===== src/hdl/ptrim_pkg.sv =====
// Package for the polyline end overshoot trim unit.
// Holds sizes, the vertex type and the control state encoding; no dependencies.
`default_nettype none

package ptrim_pkg;

    localparam int PT_WINDOW     = 20;
    localparam int PT_COORD_BITS = 24;
    localparam int PT_TAIL_CAP   = PT_WINDOW - 2;
    localparam int PT_THR_W      = 49;
    localparam int PT_DIST_W     = 2 * PT_COORD_BITS + 1;
    localparam int PT_CMP_W      = (PT_DIST_W > PT_THR_W) ? PT_DIST_W : PT_THR_W;
    localparam int PT_HCNT_W     = $clog2(PT_WINDOW + 1);
    localparam int PT_HIDX_W     = $clog2(PT_WINDOW);
    localparam int PT_TCNT_W     = $clog2(PT_TAIL_CAP + 1);
    localparam int PT_TIDX_W     = (PT_TAIL_CAP > 1) ? $clog2(PT_TAIL_CAP) : 1;

    typedef struct packed {
        logic signed [PT_COORD_BITS-1:0] x;
        logic signed [PT_COORD_BITS-1:0] y;
    } t_vtx;

    typedef enum logic [11:0] {
        S_IDLE  = 12'b0000_0000_0001,
        S_DEC   = 12'b0000_0000_0010,
        S_HWAIT = 12'b0000_0000_0100,
        S_RADM0 = 12'b0000_0000_1000,
        S_RRD   = 12'b0000_0001_0000,
        S_RADM  = 12'b0000_0010_0000,
        S_FIN   = 12'b0000_0100_0000,
        S_TSRT  = 12'b0000_1000_0000,
        S_TWAIT = 12'b0001_0000_0000,
        S_TSTEP = 12'b0010_0000_0000,
        S_EMIT  = 12'b0100_0000_0000,
        S_ELAST = 12'b1000_0000_0000
    } t_state;

endpackage

`default_nettype wire


===== src/hdl/ptrim_dist.sv =====
// Three-stage squared distance pipe: absolute differences, squares, sum.
// Uses ptrim_pkg for the vertex type and widths.
`default_nettype none

module ptrim_dist (
    input  wire logic                        i_clk,
    input  wire logic                        i_rst_n,
    input  wire logic                        i_start,
    input  wire ptrim_pkg::t_vtx             i_a,
    input  wire ptrim_pkg::t_vtx             i_b,
    output logic                             o_done,
    output logic [ptrim_pkg::PT_DIST_W-1:0]  o_dist
);

    localparam int CB = ptrim_pkg::PT_COORD_BITS;

    logic signed [CB:0]        w_dx;
    logic signed [CB:0]        w_dy;
    logic signed [CB:0]        w_ax;
    logic signed [CB:0]        w_ay;
    logic [CB-1:0]             r_mx;
    logic [CB-1:0]             r_my;
    logic [2*CB-1:0]           r_sx;
    logic [2*CB-1:0]           r_sy;
    logic [ptrim_pkg::PT_DIST_W-1:0] r_sum;
    logic [2:0]                r_vld;

    assign w_dx = (CB+1)'(i_a.x) - (CB+1)'(i_b.x);
    assign w_dy = (CB+1)'(i_a.y) - (CB+1)'(i_b.y);
    assign w_ax = w_dx[CB] ? -w_dx : w_dx;
    assign w_ay = w_dy[CB] ? -w_dy : w_dy;

    always_ff @(posedge i_clk) begin
        r_mx  <= w_ax[CB-1:0];
        r_my  <= w_ay[CB-1:0];
        r_sx  <= r_mx * r_mx;
        r_sy  <= r_my * r_my;
        r_sum <= ptrim_pkg::PT_DIST_W'(r_sx) + ptrim_pkg::PT_DIST_W'(r_sy);
    end

    always_ff @(posedge i_clk) begin
        if (!i_rst_n) begin
            r_vld <= '0;
        end else begin
            r_vld <= {r_vld[1:0], i_start};
        end
    end

    assign o_done = r_vld[2];
    assign o_dist = r_sum;

endmodule

`default_nettype wire


===== config.mk =====
export PLATFORM = sky130hd
export DESIGN_NAME = ptrim_dist
export DESIGN_NICKNAME = d
export VERILOG_FILES = /design/src/hdl/ptrim_pkg.sv /design/src/hdl/ptrim_dist.sv
export SDC_FILE = /design/constraint.sdc
export NUM_CORES = 2
export LEC_CHECK = 0
export BUFFER_PORTS_ARGS = -buffer_cell sky130_fd_sc_hd__clkbuf_2
export CAP_MARGIN = 20
export CORE_MARGIN = 1.5
export CORE_UTILIZATION = 25
export DETAILED_ROUTE_END_ITERATION = 7
export HOLD_SLACK_MARGIN = 0.02
export PLACE_DENSITY = 0.41
export SYNTH_ARGS = -nofsm -noshare
export SYNTH_HDL_FRONTEND = slang
export SYNTH_SLANG_ARGS = --single-unit

===== constraint.sdc =====
create_clock -name i_clk -period 15.7 [get_ports i_clk]
set_input_delay 2.355 -clock i_clk [delete_from_list [all_inputs] [get_ports i_clk]]
set_output_delay 2.355 -clock i_clk [all_outputs]
set_load 0.02 [all_outputs]

* Word level (Yosys, flattened, before mapping)
Index checks and enable logic that the tools add are counted.
** Operators by class
- Add/subtract/negate cells :: 5
- Multipliers :: 2
- Multiplexer cells :: 2
** Operators with widths (number)
- $mul A24 B24 Y48 :: 2
- $sub A24 B24 Y25 :: 2
- $add A48 B48 Y49 :: 1
- $mux W24 :: 2
- $neg A24 Y24 :: 2
** Word-level totals
- Bits in registers :: 196
- Bits of input ports :: 99
- Output and inout bits :: 50
- Logic and storage cells :: 15

* Logic depth before layout (Yosys ltp)
- Word-level depth :: 3
- Gate-level depth with buffers :: 30

* Worst setup path before layout
No wires, ideal clock.
- Kind :: register to register
- From :: register r_my[17]
- To :: register r_sy[45]
- Setup time :: 0.072 ns
- Arrival :: 6.956 ns
- Setup slack :: 8.672 ns
- Stages on the path, launching flop included :: 27
- Period minus slack after synthesis :: 7.028 ns
- Path through :: dfxtp_1 clkbuf_1 clkbuf_1 nand2_1 fa_1 inv_1 fa_1 inv_1 fa_1 fa_1 inv_1 fa_1 fa_1 inv_1 fa_1 inv_1 ha_1 clkbuf_1 a21oi_1 nor2b_1 a221oi_1 a41oi_1 a21oi_1 a31o_2 a311oi_2 o31ai_1 xnor2_1
** On the way
- Cells in the longest elaborated chain, start to end :: 1
** Ends and longest elaborated chain
- from (decl) :: line ptrim_dist.sv:22 : logic [CB-1:0] r_my;
- from (signal assigned) :: line ptrim_dist.sv:35 : r_my <= w_ay[CB-1:0];
- $mul A24 B24 Y48 :: line ptrim_dist.sv:37 : r_sy <= r_my * r_my;
- to (signal assigned) :: line ptrim_dist.sv:37
- to (decl) :: line ptrim_dist.sv:24 : logic [2*CB-1:0] r_sy;
Every way passes these cells.
A chain may end at the register's enable or synchronous reset.

* Worst setup path after layout
- From :: register r_my[1]
- To :: register r_sy[47]
The elaborated chain is that of the path after synthesis.

==> qor.csv <==
metric;value;unit
status;finished clean;
worst_hold_path_type;reg -> reg;
rsz0062_at_grt;false;
layout.nets;6224;
end_kind;register;
async_reset_ff_frac;0;
critPathArrivalTime;8.86;ns
htree_levels;4;
holdPathEnd;r_vld[1];
area_growth_syn_to_layout;9.35;%
finalSetupViolCount;0;
postSynthCellCount;4742;
tns;0;ns
ys_types;95;
overflow;0;
critPathLaunchType;register;
gp_congestion;0.814;
final.min_clock_period;8.43;ns
drtAntennaViolNets;0;
synth_area_leaders;fa_1, ha_1, inv_1, dfxtp_1, nand2_1;
synth.yosys.seq_area_share;0.0909;
grt_max_degree;26;
cts_hold_buf;0;
tightest_slew;1.15;ns
crit_fanout;24;
slew_viol_final;0;
synthFlopType;dfxtp_1;
hold_path_startpoint;r_vld[0];
initial_core_util;0.252;
fin_skew;0.0203;ns
postCtsSetupBuffers;0;
hold_viol_final;0;
netlist_area;0.0427;mm^2
dr.pass1.iters;5;
clk_pin_slew_worst_paths;0.10;ns
dp_hpwl;91.1;mm
io_buffers;148;
fin_hold_ws;0.435;ns
fp-row-count;151;
globalRouteTotalUtil;0.134;
fp.dieW;416;um
vias;30200;
dieArea;0.173;mm^2
grt_pass1_vias;32800;
clock_path_buffers;2;
antenna_found_initial;1;
drt-vias-per-instance;4.27;
synth_edf_count;0;
drtIter0Drc;1316;
cts_sinks;194;
clock_latency;0.54;ns
reg2reg_from;r_my[1];
ios;149;
criticalPathCategory;reg -> reg;
numCtsBuffers;17;
coreArea;0.170;mm^2
max_freq;0.119;GHz
fin_crit_sh;0.537;
drive_gt1_frac;0.0568;
root_buffer;clkbuf_16;
cts_resized;0;
yosysTopAreaCell;fa_1;
maxCapViolCount;0;
routedWlPerCell;15.7;um
ys_seq_elements;194;
ff2ff_setup_slack;7.27;ns
worst_ep_required_time;16.13;ns
drc;0;
syn_area_per_cell;9.01;um^2
slew_headroom;0.235;
reg2regPathDepth;26;
synth_top_area_share;0.396;
synth_nets;6140;
timing.rr.end;r_sy[47];
cts_tree;done;
yosysWarnings;0;
route.final.wire_length;111;mm
whs_path_depth;1;
grt_pass1_wl;182;mm
die_h;416;um
==> layer usage <==
layer  GRT usage  wire (um)
met1       0.175      49800
met2       0.236      55700
met3      0.0180       3660
met4      0.0280       1720
met5           0          0
==> synthesized netlist by cell type, types with 16 or more instances <==
cell and count:
nand2b_1 19, nand3_1 46, and2_1 230, nor2b_1 33
a21oi_1 178, xnor2_1 136, dfxtp_1 194, inv_1 1295
nand4_1 16, o21bai_1 24, o21a_1 24, xor2_1 84
ha_1 454, o21ai_0 71, nand2_1 393, and3_1 25
fa_1 845, clkbuf_1 121, nor3_1 23, nor2_1 183
a21o_1 101, a31oi_1 21
==> area by class of cell <==
cell class	count	area, um^2
antenna	2	5.00
clock buffer	18	429
clock inverter	14	190
fill	18300	123000
inverter	1295	4860
multi-input combinational	3123	33500
sequential	194	3880
tap	2218	2780
timing repair buffer	195	1090
==> stage by stage <==
step	std cells	area (um^2)	utilization	setup slack (ns)
after floorplan	4742	42700	-	8.67
after global placement	7025	46100	0.272	7.51
after detailed placement	7025	46100	0.272	7.46
after CTS	7057	46700	0.275	7.41
after global routing	7057	46700	0.275	6.82
final	7059	46700	0.275	7.27
==> critical path: stages, from the launching register on <==
cell      delay (ns)
dfxtp_1         1.09
nand2_1         0.23
fa_1            0.55
inv_1           0.05
fa_1            0.53
inv_1           0.05
fa_1            0.54
inv_1           0.06
fa_1            0.49
inv_1           0.05
fa_1            0.54
inv_1           0.05
fa_1            0.47
inv_1           0.05
fa_1            0.47
inv_1           0.04
ha_1            0.33
a21oi_1         0.19
o21bai_1        0.08
a221o_1         0.39
a211oi_1        0.33
nor2_1          0.14
o31ai_1         0.71
a21oi_1         0.22
o22ai_1         0.37
o41ai_1         0.15
xnor2_1         0.14
==> registers in the layout, summed over array words and instances (netlist names) <==
name and flops:
o_dist 49, r_sx 47, r_sy 47, r_mx 24, r_my 24, r_vld 3
==> placed cells by master, fill, tap and decap left out, types with 6 or more instances in the layout <==
master and n:
ha_1 454, clkbuf_2 148, nor3_1 23, a211oi_1 11, nor4_1 6, o21ai_1 12, o21ai_0 71, xnor2_1 136
nand3_1 46, a211o_1 7, clkbuf_16 17, dfxtp_1 193, inv_1 1295, a31oi_1 21, nand2_1 393, o21bai_1 24
o211ai_1 11, mux2i_1 6, xor2_1 84, fa_1 845, or3_1 11, a21oi_1 178, and3_1 25, a221oi_1 6
and2_1 230, nor2b_1 33, nand2b_1 19, nor2_1 183, o21a_1 24, o31a_1 6, nand4_1 16, buf_4 47
or2_2 7, o31ai_1 11, inv_8 6, a21o_1 101
==> cells by family after synthesis <==
logic type / after synthesis / share of synthesized area
xor gates and xnor gates: 220 / 0.0451
and+or+nand+nor: 1032 / 0.119
DFF: 194 / 0.0909
buffers and inverters: 1425 / 0.125
adders and majority gates: 1299 / 0.529
AOI/OAI and AO/OA: 563 / 0.0889
muxes: 9 / 0.00220
==> worst max-delay path by stage <==
stage,startpoint,to,depth (start not counted)
after CTS,r_my[1],r_sy[45],26
after floorplan,r_my[17],r_sy[45],26
final,r_my[1],r_sy[47],26
after detailed placement,r_my[1],r_sy[45],26
after global routing,r_my[1],r_sy[47],26
after global placement,r_my[1],r_sy[47],26
Power is left out: the tool's default activity adds up to more than one toggle a clock period on the data nets, which glitch-free logic cannot reach.
