`src/hdl/ptrim_pkg.sv`:
```
// Package for the polyline end overshoot trim unit.
// Holds sizes, the vertex type and the control state encoding; no dependencies.
`default_nettype none

package ptrim_pkg;

    localparam int PT_WINDOW     = 20;
    localparam int PT_COORD_BITS = 24;
    localparam int PT_TAIL_CAP   = PT_WINDOW - 2;
    localparam int PT_THR_W      = 49;
    localparam int PT_DIST_W     = 2 * PT_COORD_BITS + 1;
    localparam int PT_CMP_W      = (PT_DIST_W > PT_THR_W) ? PT_DIST_W : PT_THR_W;
    localparam int PT_HCNT_W     = $clog2(PT_WINDOW + 1);
    localparam int PT_HIDX_W     = $clog2(PT_WINDOW);
    localparam int PT_TCNT_W     = $clog2(PT_TAIL_CAP + 1);
    localparam int PT_TIDX_W     = (PT_TAIL_CAP > 1) ? $clog2(PT_TAIL_CAP) : 1;

    typedef struct packed {
        logic signed [PT_COORD_BITS-1:0] x;
        logic signed [PT_COORD_BITS-1:0] y;
    } t_vtx;

    typedef enum logic [11:0] {
        S_IDLE  = 12'b0000_0000_0001,
        S_DEC   = 12'b0000_0000_0010,
        S_HWAIT = 12'b0000_0000_0100,
        S_RADM0 = 12'b0000_0000_1000,
        S_RRD   = 12'b0000_0001_0000,
        S_RADM  = 12'b0000_0010_0000,
        S_FIN   = 12'b0000_0100_0000,
        S_TSRT  = 12'b0000_1000_0000,
        S_TWAIT = 12'b0001_0000_0000,
        S_TSTEP = 12'b0010_0000_0000,
        S_EMIT  = 12'b0100_0000_0000,
        S_ELAST = 12'b1000_0000_0000
    } t_state;

endpackage

`default_nettype wire

```
`src/hdl/ptrim_cell.sv`:
```
// One cell of the tail chain: holds one pending vertex.
// Loads a new vertex or takes its right neighbor's on a shift; uses ptrim_pkg.
`default_nettype none

module ptrim_cell (
    input  wire logic           i_clk,
    input  wire logic           i_shift,
    input  wire logic           i_load,
    input  wire ptrim_pkg::t_vtx i_data,
    input  wire ptrim_pkg::t_vtx i_next,
    output ptrim_pkg::t_vtx     o_data
);

    ptrim_pkg::t_vtx r_data;
    ptrim_pkg::t_vtx n_data;

    always_comb begin
        n_data = r_data;
        if (i_load) begin
            n_data = i_data;
        end else if (i_shift) begin
            n_data = i_next;
        end
    end

    always_ff @(posedge i_clk) begin
        r_data <= n_data;
    end

    assign o_data = r_data;

endmodule

`default_nettype wire

```
`config.mk`:
```
export PLATFORM = sky130hd
export DESIGN_NAME = ptrim_cell
export DESIGN_NICKNAME = d
export VERILOG_FILES = /design/src/hdl/ptrim_pkg.sv /design/src/hdl/ptrim_cell.sv
export SDC_FILE = /design/constraint.sdc
export NUM_CORES = 1
export LEC_CHECK = 0
export BUFFER_PORTS_ARGS = -buffer_cell sky130_fd_sc_hd__clkbuf_2
export CORE_MARGIN = 1
export CORE_UTILIZATION = 41
export CTS_CLUSTER_DIAMETER = 100
export CTS_CLUSTER_SIZE = 8
export DETAILED_ROUTE_END_ITERATION = 12
export PLACE_DENSITY = 0.8
export SLEW_MARGIN = 15
export SYNTH_ARGS = -nofsm -noshare
export SYNTH_HDL_FRONTEND = slang
export SYNTH_SLANG_ARGS = --single-unit
```
`constraint.sdc`:
```
create_clock -name i_clk -period 3.2 [get_ports i_clk]
set_clock_uncertainty 0.2 [all_clocks]
set_input_delay 0.64 -clock i_clk [delete_from_list [all_inputs] [get_ports i_clk]]
set_output_delay 0.64 -clock i_clk [all_outputs]
set_load 0.005 [all_outputs]
```
Word-level counts from Yosys, hierarchy flattened. Cells that the tools add are included.

Bits in registers: 48. Input port bits: 99. Output and inout bits: 48. Logic and storage cells: 5.

Multiplexer cells: 2. Reductions and logical operators: 1.

Operators with widths (count): 48-bit two-way mux (2); 2-bit nonzero test (1).

Longest topological paths before layout. Gate-level depths: netlist of run 1.

Depth in word-level cells: 2. Depth in mapped cells: 3. Mapped depth without buffers: 1.

Least setup slack after synthesis of run 1. Ideal clock, no wire load.

Path kind: in2reg. Start: input i_load. End: register r_data, in the netlist o_data[0] (enable). Arrival time: 2.034 ns. Required time: 2.592 ns. Setup slack: 0.558 ns. Cell stages on the path: 3. Cells stage by stage: buf_6 buf_6 or2_1.

Word-level cells in the longest chain between the ends: 1.

Ends and longest elaborated chain: start, declared (line ptrim_cell.sv:8) `input wire logic i_load,`; 2-bit nonzero test (no line); end signal, assigned (line ptrim_cell.sv:27) `r_data <= n_data;`; end, declared (line ptrim_cell.sv:14) `ptrim_pkg::t_vtx r_data;`.

Every way passes these cells. A chain may end at the register's enable or synchronous reset.

==> results of run 1 <==
## path summary, 6_finish.rpt
path                    from                    to
setup / recovery      i_load   o_data[8]$_DFFE_PP_
hold / removal    i_data[36]  o_data[36]$_DFFE_PP_
## metrics by stage
stage	area [um2]	hold slack [ps]	utilization, %	cells	power [W]
3_3_place_gp	2851	742.2	59.58	312	0.001018
5_1_grt	2963	417.0	61.91	320	0.001506
3_5_place_dp	2851	744.7	59.58	312	0.001027
4_1_cts	2963	432.9	61.91	320	0.001451
6_report	2963	442.0	61.91	320	0.001436
2_1_floorplan	2067	657.5	-	102	0.0008913
## cell usage in the layout (no fill, tap or decap)
master      netlist  final
mux2_2           39     39
clkinvlp_4        0      1
edfxtp_1         48     48
buf_4             3      2
or2_2             0      1
mux2_4            9      9
clkinv_2          0      1
clkbuf_2          0    146
bufinv_16         0      1
clkbuf_8          0      5
## kinds of logic after synthesis
logic type,Yosys count,share of synthesized area (%)
buffers and inverters,5,2.179
flip-flops,48,69.73
multiplexers,48,27.78
AND/OR/NAND/NOR,1,0.3029
## power groups by stage
stage | Clock [W] | Sequential [W] | Combinational, W
after floorplan | 0 | 0.000814 | 0.0000775
after global placement | 0 | 0.000802 | 0.000216
after detailed placement | 0 | 0.000805 | 0.000222
after CTS | 0.000437 | 0.000791 | 0.000223
after global routing | 0.000470 | 0.000797 | 0.000240
final | 0.000427 | 0.000790 | 0.000219
## cell type report
type | count | area, um2 | area share (%)
Clock buffer | 5 | 68.82 | 2.323
Clock inverter | 3 | 42.54 | 1.436
Multi-Input combinational cell | 49 | 580.6 | 19.59
Sequential cell | 48 | 1441 | 48.65
Tap cell | 67 | 83.83 | 2.829
Timing Repair Buffer | 148 | 745.7 | 25.17
## layer usage
metal	GRT usage [%]	vias to the layer above	wire (um)
li1	-	697	-
met1	17.79	677	1562
met2	30.14	88	2429
met3	6.215	7	391
met4	4.575	0	43
met5	0	-	0
==> summary.md, run 1 <==
| Metric | Value |
|---|---|
| Setup_tns | 0 ps |
| Layout cell share with drive strength beyond 1 | about four fifths |
| PortBufs | roughly 150 |
| Placer Congestion | ~0.73 |
| Avg WL per Cell | roughly 14 um |
| Pre-CTS setup slack | approximately 1000 ps |
| Outcome | complete, no violations |
| Max Buffers Root-to-Sink | 2 |
| First-pass GRT wire length | about 6400 um |
| Number of stages on the worst setup path | 3 |
| Final nets | 351 |
| Die Height | 73 um |
| H-tree levels | 2 |
| Async SR Flop Fraction | 0% |
| HPWL after DPL | roughly 3400 um |
| Sequential power share | roughly 55% |
| Post-synth cell types | 6 |
| CP Max Fanout | between 40 and 50 |
| Top post-synthesis cells by area | edfxtp_1, mux2_2, mux2_4 |
| CP required | approximately 3100 ps |
| Lkg Pwr | between 1 and 1.5 nW |
| Maxcap violations | 0 |
| Post-synthesis sequential area ratio | about 70% |
| Buf/Inv on CP | 2 |
| Largest register FFs | 48 |
| CTS tree | built |
| Post-Synthesis Cell Area | roughly 2100 um2 |
| Core footprint | roughly 4800 um2 |
| Final period utilization | roughly 58% |
| Detailed Route WL | 4427 um |
| Total track usage | between 10% and 20% |
| Sw Share | a little over a fifth |
| Initial cell density of the core | between 40 and 50% |
| Cells after Synth | 102 |
| Area delta synth->final | 43.34% |
| Post-synth top area cell | edfxtp_1 |
| RSZ-0062 raised after global routing | false |
| Setup crit start kind | input pin |
| Post-CTS Setup Bufs | 0 |
| Max Fclk | between 500 and 600 MHz |
| Die area | 5329 um2 |
| Count leader, synth | edfxtp_1 |
| Final Setup Violations | 0 |
| Crit. End Element | register |
| Power Dens Cells | approximately 480 nW/um2 |
| Initial antenna violation count | 0 |
| Fill count | roughly 380 |
| Remaining DRCs | 0 |
| Number of diodes | 0 |
| CTS Buf Count | 5 |
| Peak VDD IR | about 0.25 mV |
| Area share of the largest cell type after synthesis | a little over two thirds |
| Final hold violations | 0 |
| Final ANT Viol Nets | 0 |
| DIE WIDTH | between 70 and 80 um |
| Crit-path leading delay family | buffers and inverters |
| Grt ovf | 0 |
| Cell chain of the critical path | clkbuf_2, buf_4, mux2_2 |
| Yosys reg bits | 48 |
| Worst-Margin Slew | roughly 640 ps |
| Syn avg cell area | 20.26 um2 |
| Slowest-stage cell, CP | buf_4 |
| Crit Path Category | in2reg |
| Logic pwr share | 15.2% |
| Clk sink count | between 40 and 50 |
| Cts repair resizes | 0 |
| CTS Hold Bufs | 0 |
| Post-synth top flop | edfxtp_1 |
| Ys Warns | 0 |
| Internal power | between 0.001 and 0.0015 W |
| Drt pass-1 iters | 4 |
| Clock group share of total power | just under 30% |
| Routed via count | approximately 1.5k |
| Minimum clock period | between 1500 and 2000 ps |
| Worst setup margin | ~1300 ps |
| Syn Nets | between 200 and 250 |
| Relative slew margins | between 50% and 60% |
| Via density | 4.591 |
| IO Count | between 100 and 150 |
| Commonest cells post-synth | edfxtp_1, mux2_2, mux2_4 |
| Clock transition at the registers of the reported paths | around 90 ps |
| Max Slew Vio Count | 0 |
| Vias in the first global route | between 1k and 1.5k |
| Switching power | ~0.00030 W |
| Largest net degree at the start of global routing | just under 50 |
| CP peak stage delay | around 500 ps |
| Cell count of the worst hold path | 2 |
| Std-Cell Rows | 25 |
| CP arrival | about 1700 ps |
| Clk root buf | clkbuf_8 |
| Worst hold path class | in2reg |
| Initial DRC count | 45 |
| Post-synth EDFFs | between 40 and 50 |
(Power assumes the default switching activity.)
==> inputs of run 2 (changes only) <==
--- a/config.mk
+++ b/config.mk
@@ -5,6 +5,7 @@
 export SDC_FILE = /design/constraint.sdc
 export NUM_CORES = 1
 export LEC_CHECK = 0
+export ABC_AREA = 1
 export BUFFER_PORTS_ARGS = -buffer_cell sky130_fd_sc_hd__clkbuf_2
 export CORE_MARGIN = 1
 export CORE_UTILIZATION = 41
==> constraint.sdc (replaced) <==
create_clock -name i_clk -period 1.85 [get_ports i_clk]
set_clock_uncertainty 0.2 [all_clocks]
set_input_delay 0.37 -clock i_clk [delete_from_list [all_inputs] [get_ports i_clk]]
set_output_delay 0.37 -clock i_clk [all_outputs]
set_load 0.005 [all_outputs]
==> run 2 against run 1 <==
  * Power is 59% higher
  * Global-route usage is 2.0 points higher
  * Flip-flop and latch count stayed put
  * Die area is 0.36% higher
  * Worst setup slack worse by 870 ps
  * Routed wire length is 7.4% higher
  * Sequential share of layout area is 1.2 points higher
  * Non-clock buffer count stayed put
  * First-iteration DRC count is 78% higher
==> summary.md, run 2 <==
| Metric | Value |
|---|---|
| Top post-synthesis cells by area | edfxtp_1, nand2_1, buf_6 (was edfxtp_1, mux2_2, mux2_4) |
| Number of diodes | 0 (unchanged) |
| CTS Buf Count | 5 (unchanged) |
| Largest register FFs | 48 (unchanged) |
| RSZ-0062 raised after global routing | false (unchanged) |
| Post-synthesis sequential area ratio | 69.48% (was 69.73%) |
| CP required | 1280 ps (was 3050 ps) |
| Crit-path leading delay family | flip-flops (was buffers and inverters) |
| Cells after Synth | 205 (was 102) |
| Commonest cells post-synth | nand2_1, edfxtp_1, buf_2 (was edfxtp_1, mux2_2, mux2_4) |
| Number of stages on the worst setup path | 1 (was 3) |
| Setup_tns | 0 ps (unchanged) |
| IO Count | 147 (unchanged) |
| Core footprint | 4786 um2 (unchanged) |
| Initial DRC count | 80 (was 45) |
| CP arrival | 800 ps (was 1700 ps) |
| CP peak stage delay | 390 ps (was 510 ps) |
| Post-placement cell count | 409 (was 312) |
| Post-CTS Setup Bufs | 0 (unchanged) |
| DIE WIDTH | 73.13 um (was 73 um) |
| Count leader, synth | nand2_1 (was edfxtp_1) |
| Placer Congestion | 0.7899 (was 0.7274) |
| Syn Nets | 304 (was 201) |
| PortBufs | 146 (unchanged) |
| Max Slew Vio Count | 0 (unchanged) |
| Ys Warns | 0 (unchanged) |
| Routed via count | 1839 (was 1469) |
| Outcome | complete, no violations (unchanged) |
| CTS Hold Bufs | 0 (unchanged) |
| H-tree levels | 2 (unchanged) |
| Remaining DRCs | 0 (unchanged) |
| Cell count of the worst hold path | 3 (was 2) |
| Std-Cell Rows | 25 (unchanged) |
| Die Height | 73.13 um (was 73 um) |
| Final Setup Violations | 0 (unchanged) |
| Cell chain of the critical path | clkbuf_2 (was clkbuf_2, buf_4, mux2_2) |
| Peak VDD IR | 0.3943 mV (was 0.2542 mV) |
| Setup crit start kind | register (was input pin) |
| Minimum clock period | between 1000 and 1500 ps |
| Max Buffers Root-to-Sink | 2 (unchanged) |
| Lkg Pwr | 1.578 nW (was 1.388 nW) |
| Final period utilization | 74.23% |
| Area delta synth->final | 39.44% (was 43.34%) |
| Crit. End Element | output pin (was register) |
| Final Non-Filler Cells | 414 (was 320) |
| Die area | 5348 um2 (was 5329 um2) |
| Initial cell density of the core | 43.35% (was 43.19%) |
| Post-synth top area cell | edfxtp_1 (unchanged) |
| Clock transition at the registers of the reported paths | 80 ps (was 90 ps) |
| Worst hold path class | in2reg (unchanged) |
| Yosys reg bits | 48 (unchanged) |
| Via density | 4.442 (was 4.591) |
| Total track usage | 18.55% (was 16.54%) |
| Cts repair resizes | 0 (unchanged) |
| Largest net degree at the start of global routing | 49 (unchanged) |
| Initial antenna violation count | 0 (unchanged) |
| Clk root buf | clkbuf_8 (unchanged) |
| HPWL after DPL | 3607 um (was 3363 um) |
| Max Fclk | 728.2 MHz |
| Async SR Flop Fraction | 0% (unchanged) |
| Power, Total | 0.002288 W (was 0.001436 W) |
| Commonest cells after routing, fill and taps aside | clkbuf_2, nand2_1, edfxtp_1, clkbuf_8, buf_4 (was clkbuf_2, edfxtp_1, mux2_2, mux2_4, clkbuf_8) |
| Vias in the first global route | 1798 (was 1458) |
| Maxcap violations | 0 (unchanged) |
| CTS tree | built (unchanged) |
| Power Dens Cells | 790.9 nW/um2 (was 484.5 nW/um2) |
| Crit Path Category | reg2out (was in2reg) |
| Area share of the largest cell type after synthesis | 69.48% (was 69.73%) |
| Post-synth cell types | 7 (was 6) |
| Final ANT Viol Nets | 0 (unchanged) |
| Detailed Route WL | 4753 um (was 4427 um) |
| Clk sink count | 48 (unchanged) |
| Post-synth top flop | edfxtp_1 (unchanged) |
| Drt pass-1 iters | 4 (unchanged) |
| Buf/Inv on CP | 1 (was 2) |
| Avg WL per Cell | 11.48 um (was 13.83 um) |
| Slowest-stage cell, CP | edfxtp_1 (was buf_4) |
| Post-synth EDFFs | 48 (unchanged) |
| Final hold violations | 0 (unchanged) |
| Layout cell share with drive strength beyond 1 | 44.67% (was 81.03%) |
| First-pass GRT wire length | 7410 um (was 6430 um) |
| Syn avg cell area | 10.12 um2 (was 20.26 um2) |
| Worst-Margin Slew | 716.6 ps (was 639.9 ps) |
| Final nets | 448 (was 351) |
| Post-Synthesis Cell Area | 2074 um2 (was 2067 um2) |
| Grt ovf | 0 (unchanged) |
| Relative slew margins | 52.15% (was 57.34%) |
| Commonest non-fill, non-tap cell in the layout | clkbuf_2 (unchanged) |
| CP Max Fanout | 1 (was 48) |
==> run 2: changes by cell type after synthesis, moves of 2 or more <==
cell / previous run / this run
mux2_4: 9 / 0
buf_2: 0 / 6
mux2_2: 39 / 0
buf_6: 2 / 4
nand2_1: 0 / 144
buf_4: 3 / 1
==> run 2: tightest hold or removal path, stage by stage <==
cell	delay (ps)
clkbuf_2	70
nand2_1	40
nand2_1	40
==> run 2: cells by family (layout without fill, tap and decap cells) <==
group	count (synthesis)	count (layout)	share of synthesized area (%)
buffers and inverters	12	154	4.162
flip-flops	48	48	69.48
AND/OR/NAND/NOR	145	145	26.36
==> run 2: where the power goes <==
group | internal [W] | switching, W
combinational | 0.000186 | 0.000188
sequential | 0.00133 | 0.0000303
clock | 0.000244 | 0.000305
==> run 2: final cells by class <==
type	count	area [um2]
Inverter	1	3.754
Clock buffer	5	68.82
Sequential cell	48	1441
Timing Repair Buffer	148	745.7
Tap cell	67	83.83
Fill cell	433	1893
Multi-Input combinational cell	145	549.3
==> run 2: path summary, 6_finish.rpt <==
check | from | endpoint | slack [ps]
min | i_next[7] | o_data[7]$_DFFE_PP_ | 140
max | o_data[43]$_DFFE_PP_ | o_data[43] | 480
==> run 2: metal layers <==
| layer | GRT usage, % | wire length [um] | vias up |
|---|---|---|---|
| li1 | - | - | 935 |
| met5 | 0 | 0 | - |
| met1 | 18.09 | 1706 | 789 |
| met2 | 33.95 | 2501 | 97 |
| met4 | 12.20 | 177 | 0 |
| met3 | 5.110 | 368 | 18 |
==> run 2: stage by stage <==
step	hold slack, ps	setup slack (ps)	utilization, %	area [um2]
5_1_grt	135.9	389.6	60.44	2893
3_5_place_dp	439.7	202.1	59.01	2824
4_1_cts	126.4	460.2	60.44	2893
2_1_floorplan	348.6	228.6	-	2077
6_report	139.7	476.8	60.44	2893
3_3_place_gp	436.5	238.7	59.01	2824
==> inputs of run 3 (changes only) <==
==> constraint.sdc (replaced) <==
create_clock -name i_clk -period 1.3 [get_ports i_clk]
set_clock_uncertainty 0.2 [all_clocks]
set_input_delay 0.26 -clock i_clk [delete_from_list [all_inputs] [get_ports i_clk]]
set_output_delay 0.26 -clock i_clk [all_outputs]
set_load 0.005 [all_outputs]
==> run 3 against run 2 <==
  * Sequential power grew 43%
  * Non-clock buffer count grew 1
  * Flip-flop and latch count is the same
  * Clock-buffer cell count grew 2
  * Worst setup slack lost 430 ps
  * Global-route usage shrank 1.2 points
  * Sequential share of layout area shrank 0.53 points
  * Critical path depth is the same
  * Die area is the same
  * Largest cell class unchanged
==> summary.md, run 3 (synthesis results as in run 2) <==
| Metric | Value |
|---|---|
| Outcome | complete, no violations (unchanged) |
| Drt pass-1 iters | 4 (unchanged) |
| Slowest-stage cell, CP | edfxtp_1 (unchanged) |
| Clock transition at the registers of the reported paths | 80 ps (about the same) |
| Detailed Route WL | 4615 um (was 4753 um) |
| Finished Cell Area | 2924 um2 (was 2893 um2) |
| PortBufs | 146 (unchanged) |
| Worst-Margin Slew | 620.1 ps (was 716.6 ps) |
| Std-Cell Rows | 25 (unchanged) |
| Pre-CTS setup slack | -199.8 ps (was 202.1 ps) |
| Final hold slack | 31.67 ps (was 139.7 ps) |
| Avg WL per Cell | 11.04 um (was 11.48 um) |
| H-tree levels | 2 (unchanged) |
| Max Buffers Root-to-Sink | 2 (unchanged) |
| Worst setup margin | 44.13 ps (was 476.8 ps) |
| Largest net degree at the start of global routing | 49 (unchanged) |
| CTS tree | built (unchanged) |
| Number of diodes | 0 (unchanged) |
| Remaining DRCs | 0 (unchanged) |
| CP required | 840 ps (was 1280 ps) |
| Post-DP Area | 2844 um2 (was 2824 um2) |
| Placer Congestion | 0.7026 (was 0.7899) |
| Final ANT Viol Nets | 0 (unchanged) |
| Number of stages on the worst setup path | 1 (unchanged) |
| Lkg Pwr | 1.591 nW (was 1.578 nW) |
| Worst hold path class | in2reg (unchanged) |
| Critical Path Source | o_data[32]$_DFFE_PP_ (was o_data[43]$_DFFE_PP_) |
| Minimum clock period | 1256 ps |
| Max Slew Vio Count | 0 (unchanged) |
| Clk sink count | 48 (unchanged) |
| IO Count | 147 (unchanged) |
| Die area | 5348 um2 (unchanged) |
| Maxcap violations | 0 (unchanged) |
| Sequential power share | 59.0% (was 59.7%) |
| Peak VDD IR | 0.6529 mV (was 0.3943 mV) |
| Total track usage | 17.39% (was 18.55%) |
| Power Dens Cells | 1125 nW/um2 (was 790.9 nW/um2) |
| HPWL after DPL | 3505 um (was 3607 um) |
| Final nets | 449 (was 448) |
| CTS Buf Count | 5 (unchanged) |
| Max Fclk | 796.3 MHz |
| Crit. End Element | output pin (unchanged) |
| Layout cell share with drive strength beyond 1 | 44.44% (was 44.67%) |
| Initial antenna violation count | 0 (unchanged) |
| Largest register FFs | 48 (unchanged) |
| Relative slew margins | 58.66% (was 52.15%) |
| Fill count | 417 (was 433) |
| Logic pwr share | 16.3% (was 16.4%) |
| First-pass GRT wire length | 6844 um (was 7410 um) |
| Crit-path leading delay family | flip-flops (unchanged) |
| Grt ovf | 0 (unchanged) |
| DIE WIDTH | 73.13 um (unchanged) |
| RSZ-0062 raised after global routing | false (unchanged) |
| Core footprint | 4786 um2 (unchanged) |
| Routed via count | 1836 (was 1839) |
| CTS Hold Bufs | 0 (unchanged) |
| Cell chain of the critical path | clkbuf_2 (unchanged) |
| Clock group share of total power | 24.7% (was 24.0%) |
| Initial cell density of the core | 43.35% (unchanged) |
| CP endpoint | o_data[32] (was o_data[43]) |
| Internal power | 0.002544 W (was 0.001764 W) |
| Post-CTS Setup Bufs | 0 (unchanged) |
| Switching power | 0.0007470 W (was 0.0005235 W) |
| Commonest cells after routing, fill and taps aside | clkbuf_2, nand2_1, edfxtp_1, clkbuf_8 (was clkbuf_2, nand2_1, edfxtp_1, clkbuf_8, buf_4) |
| Via density | 4.392 (was 4.442) |
| Buf/Inv on CP | 1 (unchanged) |
| Final period utilization | between 90% and 100% |
| Cts repair resizes | 0 (unchanged) |
| Sw Share | 22.70% (was 22.88%) |
| Setup crit start kind | register (unchanged) |
| Die Height | 73.13 um (unchanged) |
| CP arrival | 800 ps (about the same) |
| CP Max Fanout | 1 (unchanged) |
| Crit Path Category | reg2out (unchanged) |
| Vias in the first global route | 1661 (was 1798) |
| Area delta synth->final | 40.95% (was 39.44%) |
| Clk root buf | clkbuf_8 (unchanged) |
| Commonest non-fill, non-tap cell in the layout | clkbuf_2 (unchanged) |
| Final Setup Violations | 0 (unchanged) |
| Final hold violations | 0 (unchanged) |
| Initial DRC count | 63 (was 80) |
| CP peak stage delay | 380 ps (was 390 ps) |
run 3: worst min path at each step:
stage / startpoint / end / slack [ps] / cells after the start
2_1_floorplan: i_next[0] / o_data[0]$_DFFE_PP_ / 240 / 2
6_report: i_next[3] / o_data[3]$_DFFE_PP_ / 30 / 3
5_1_grt: i_next[4] / o_data[4]$_DFFE_PP_ / 30 / 3
3_5_place_dp: i_next[3] / o_data[3]$_DFFE_PP_ / 330 / 3
3_3_place_gp: i_next[4] / o_data[4]$_DFFE_PP_ / 330 / 3
4_1_cts: i_next[10] / o_data[10]$_DFFE_PP_ / 20 / 3
run 3: layer usage:
layer  global-route usage, %  up-vias  routed length (um)
met5                       0        -                   0
met4                   7.407        0                  56
met3                   5.525        5                 440
met2                   33.64       93                2447
met1                   16.56      797                1671
li1                        -      941                   -
run 3: final cells by class:
class	count	area [um2]	share of cell area (%)
Sequential cell	48	1441	49.29
Timing Repair Buffer	149	765.7	26.19
Tap cell	67	83.83	2.867
Clock inverter	1	3.754	0.1284
Multi-Input combinational cell	145	549.3	18.78
Inverter	1	3.754	0.1284
Clock buffer	7	76.32	2.610
run 3: through the flow:
| step | utilization (%) | TNS [ps] | total power (W) | cells |
|---|---|---|---|---|
| after floorplan | - | -7421 | 0.002180 | 205 |
| after global placement | 59.42 | -11640 | 0.002499 | 410 |
| after detailed placement | 59.42 | -14790 | 0.002525 | 410 |
| after CTS | 61.10 | 0 | 0.003329 | 418 |
| after global routing | 61.10 | 0 | 0.003452 | 418 |
| final | 61.10 | 0 | 0.003291 | 418 |
run 3: worst min-delay path: cells and delay by family:
| kind | cells | cell delay (ps) |
|---|---|---|
| simple gates | 2 | 80 |
| buf+inv | 1 | 70 |
run 3: power by group through the flow:
stage / combinational (W) / clock, W / sequential [W]
after floorplan: 0.000179 / 0 / 0.00200
after global placement: 0.000527 / 0 / 0.00197
after detailed placement: 0.000544 / 0 / 0.00198
after CTS: 0.000545 / 0.000838 / 0.00195
after global routing: 0.000604 / 0.000889 / 0.00196
final: 0.000535 / 0.000814 / 0.00194
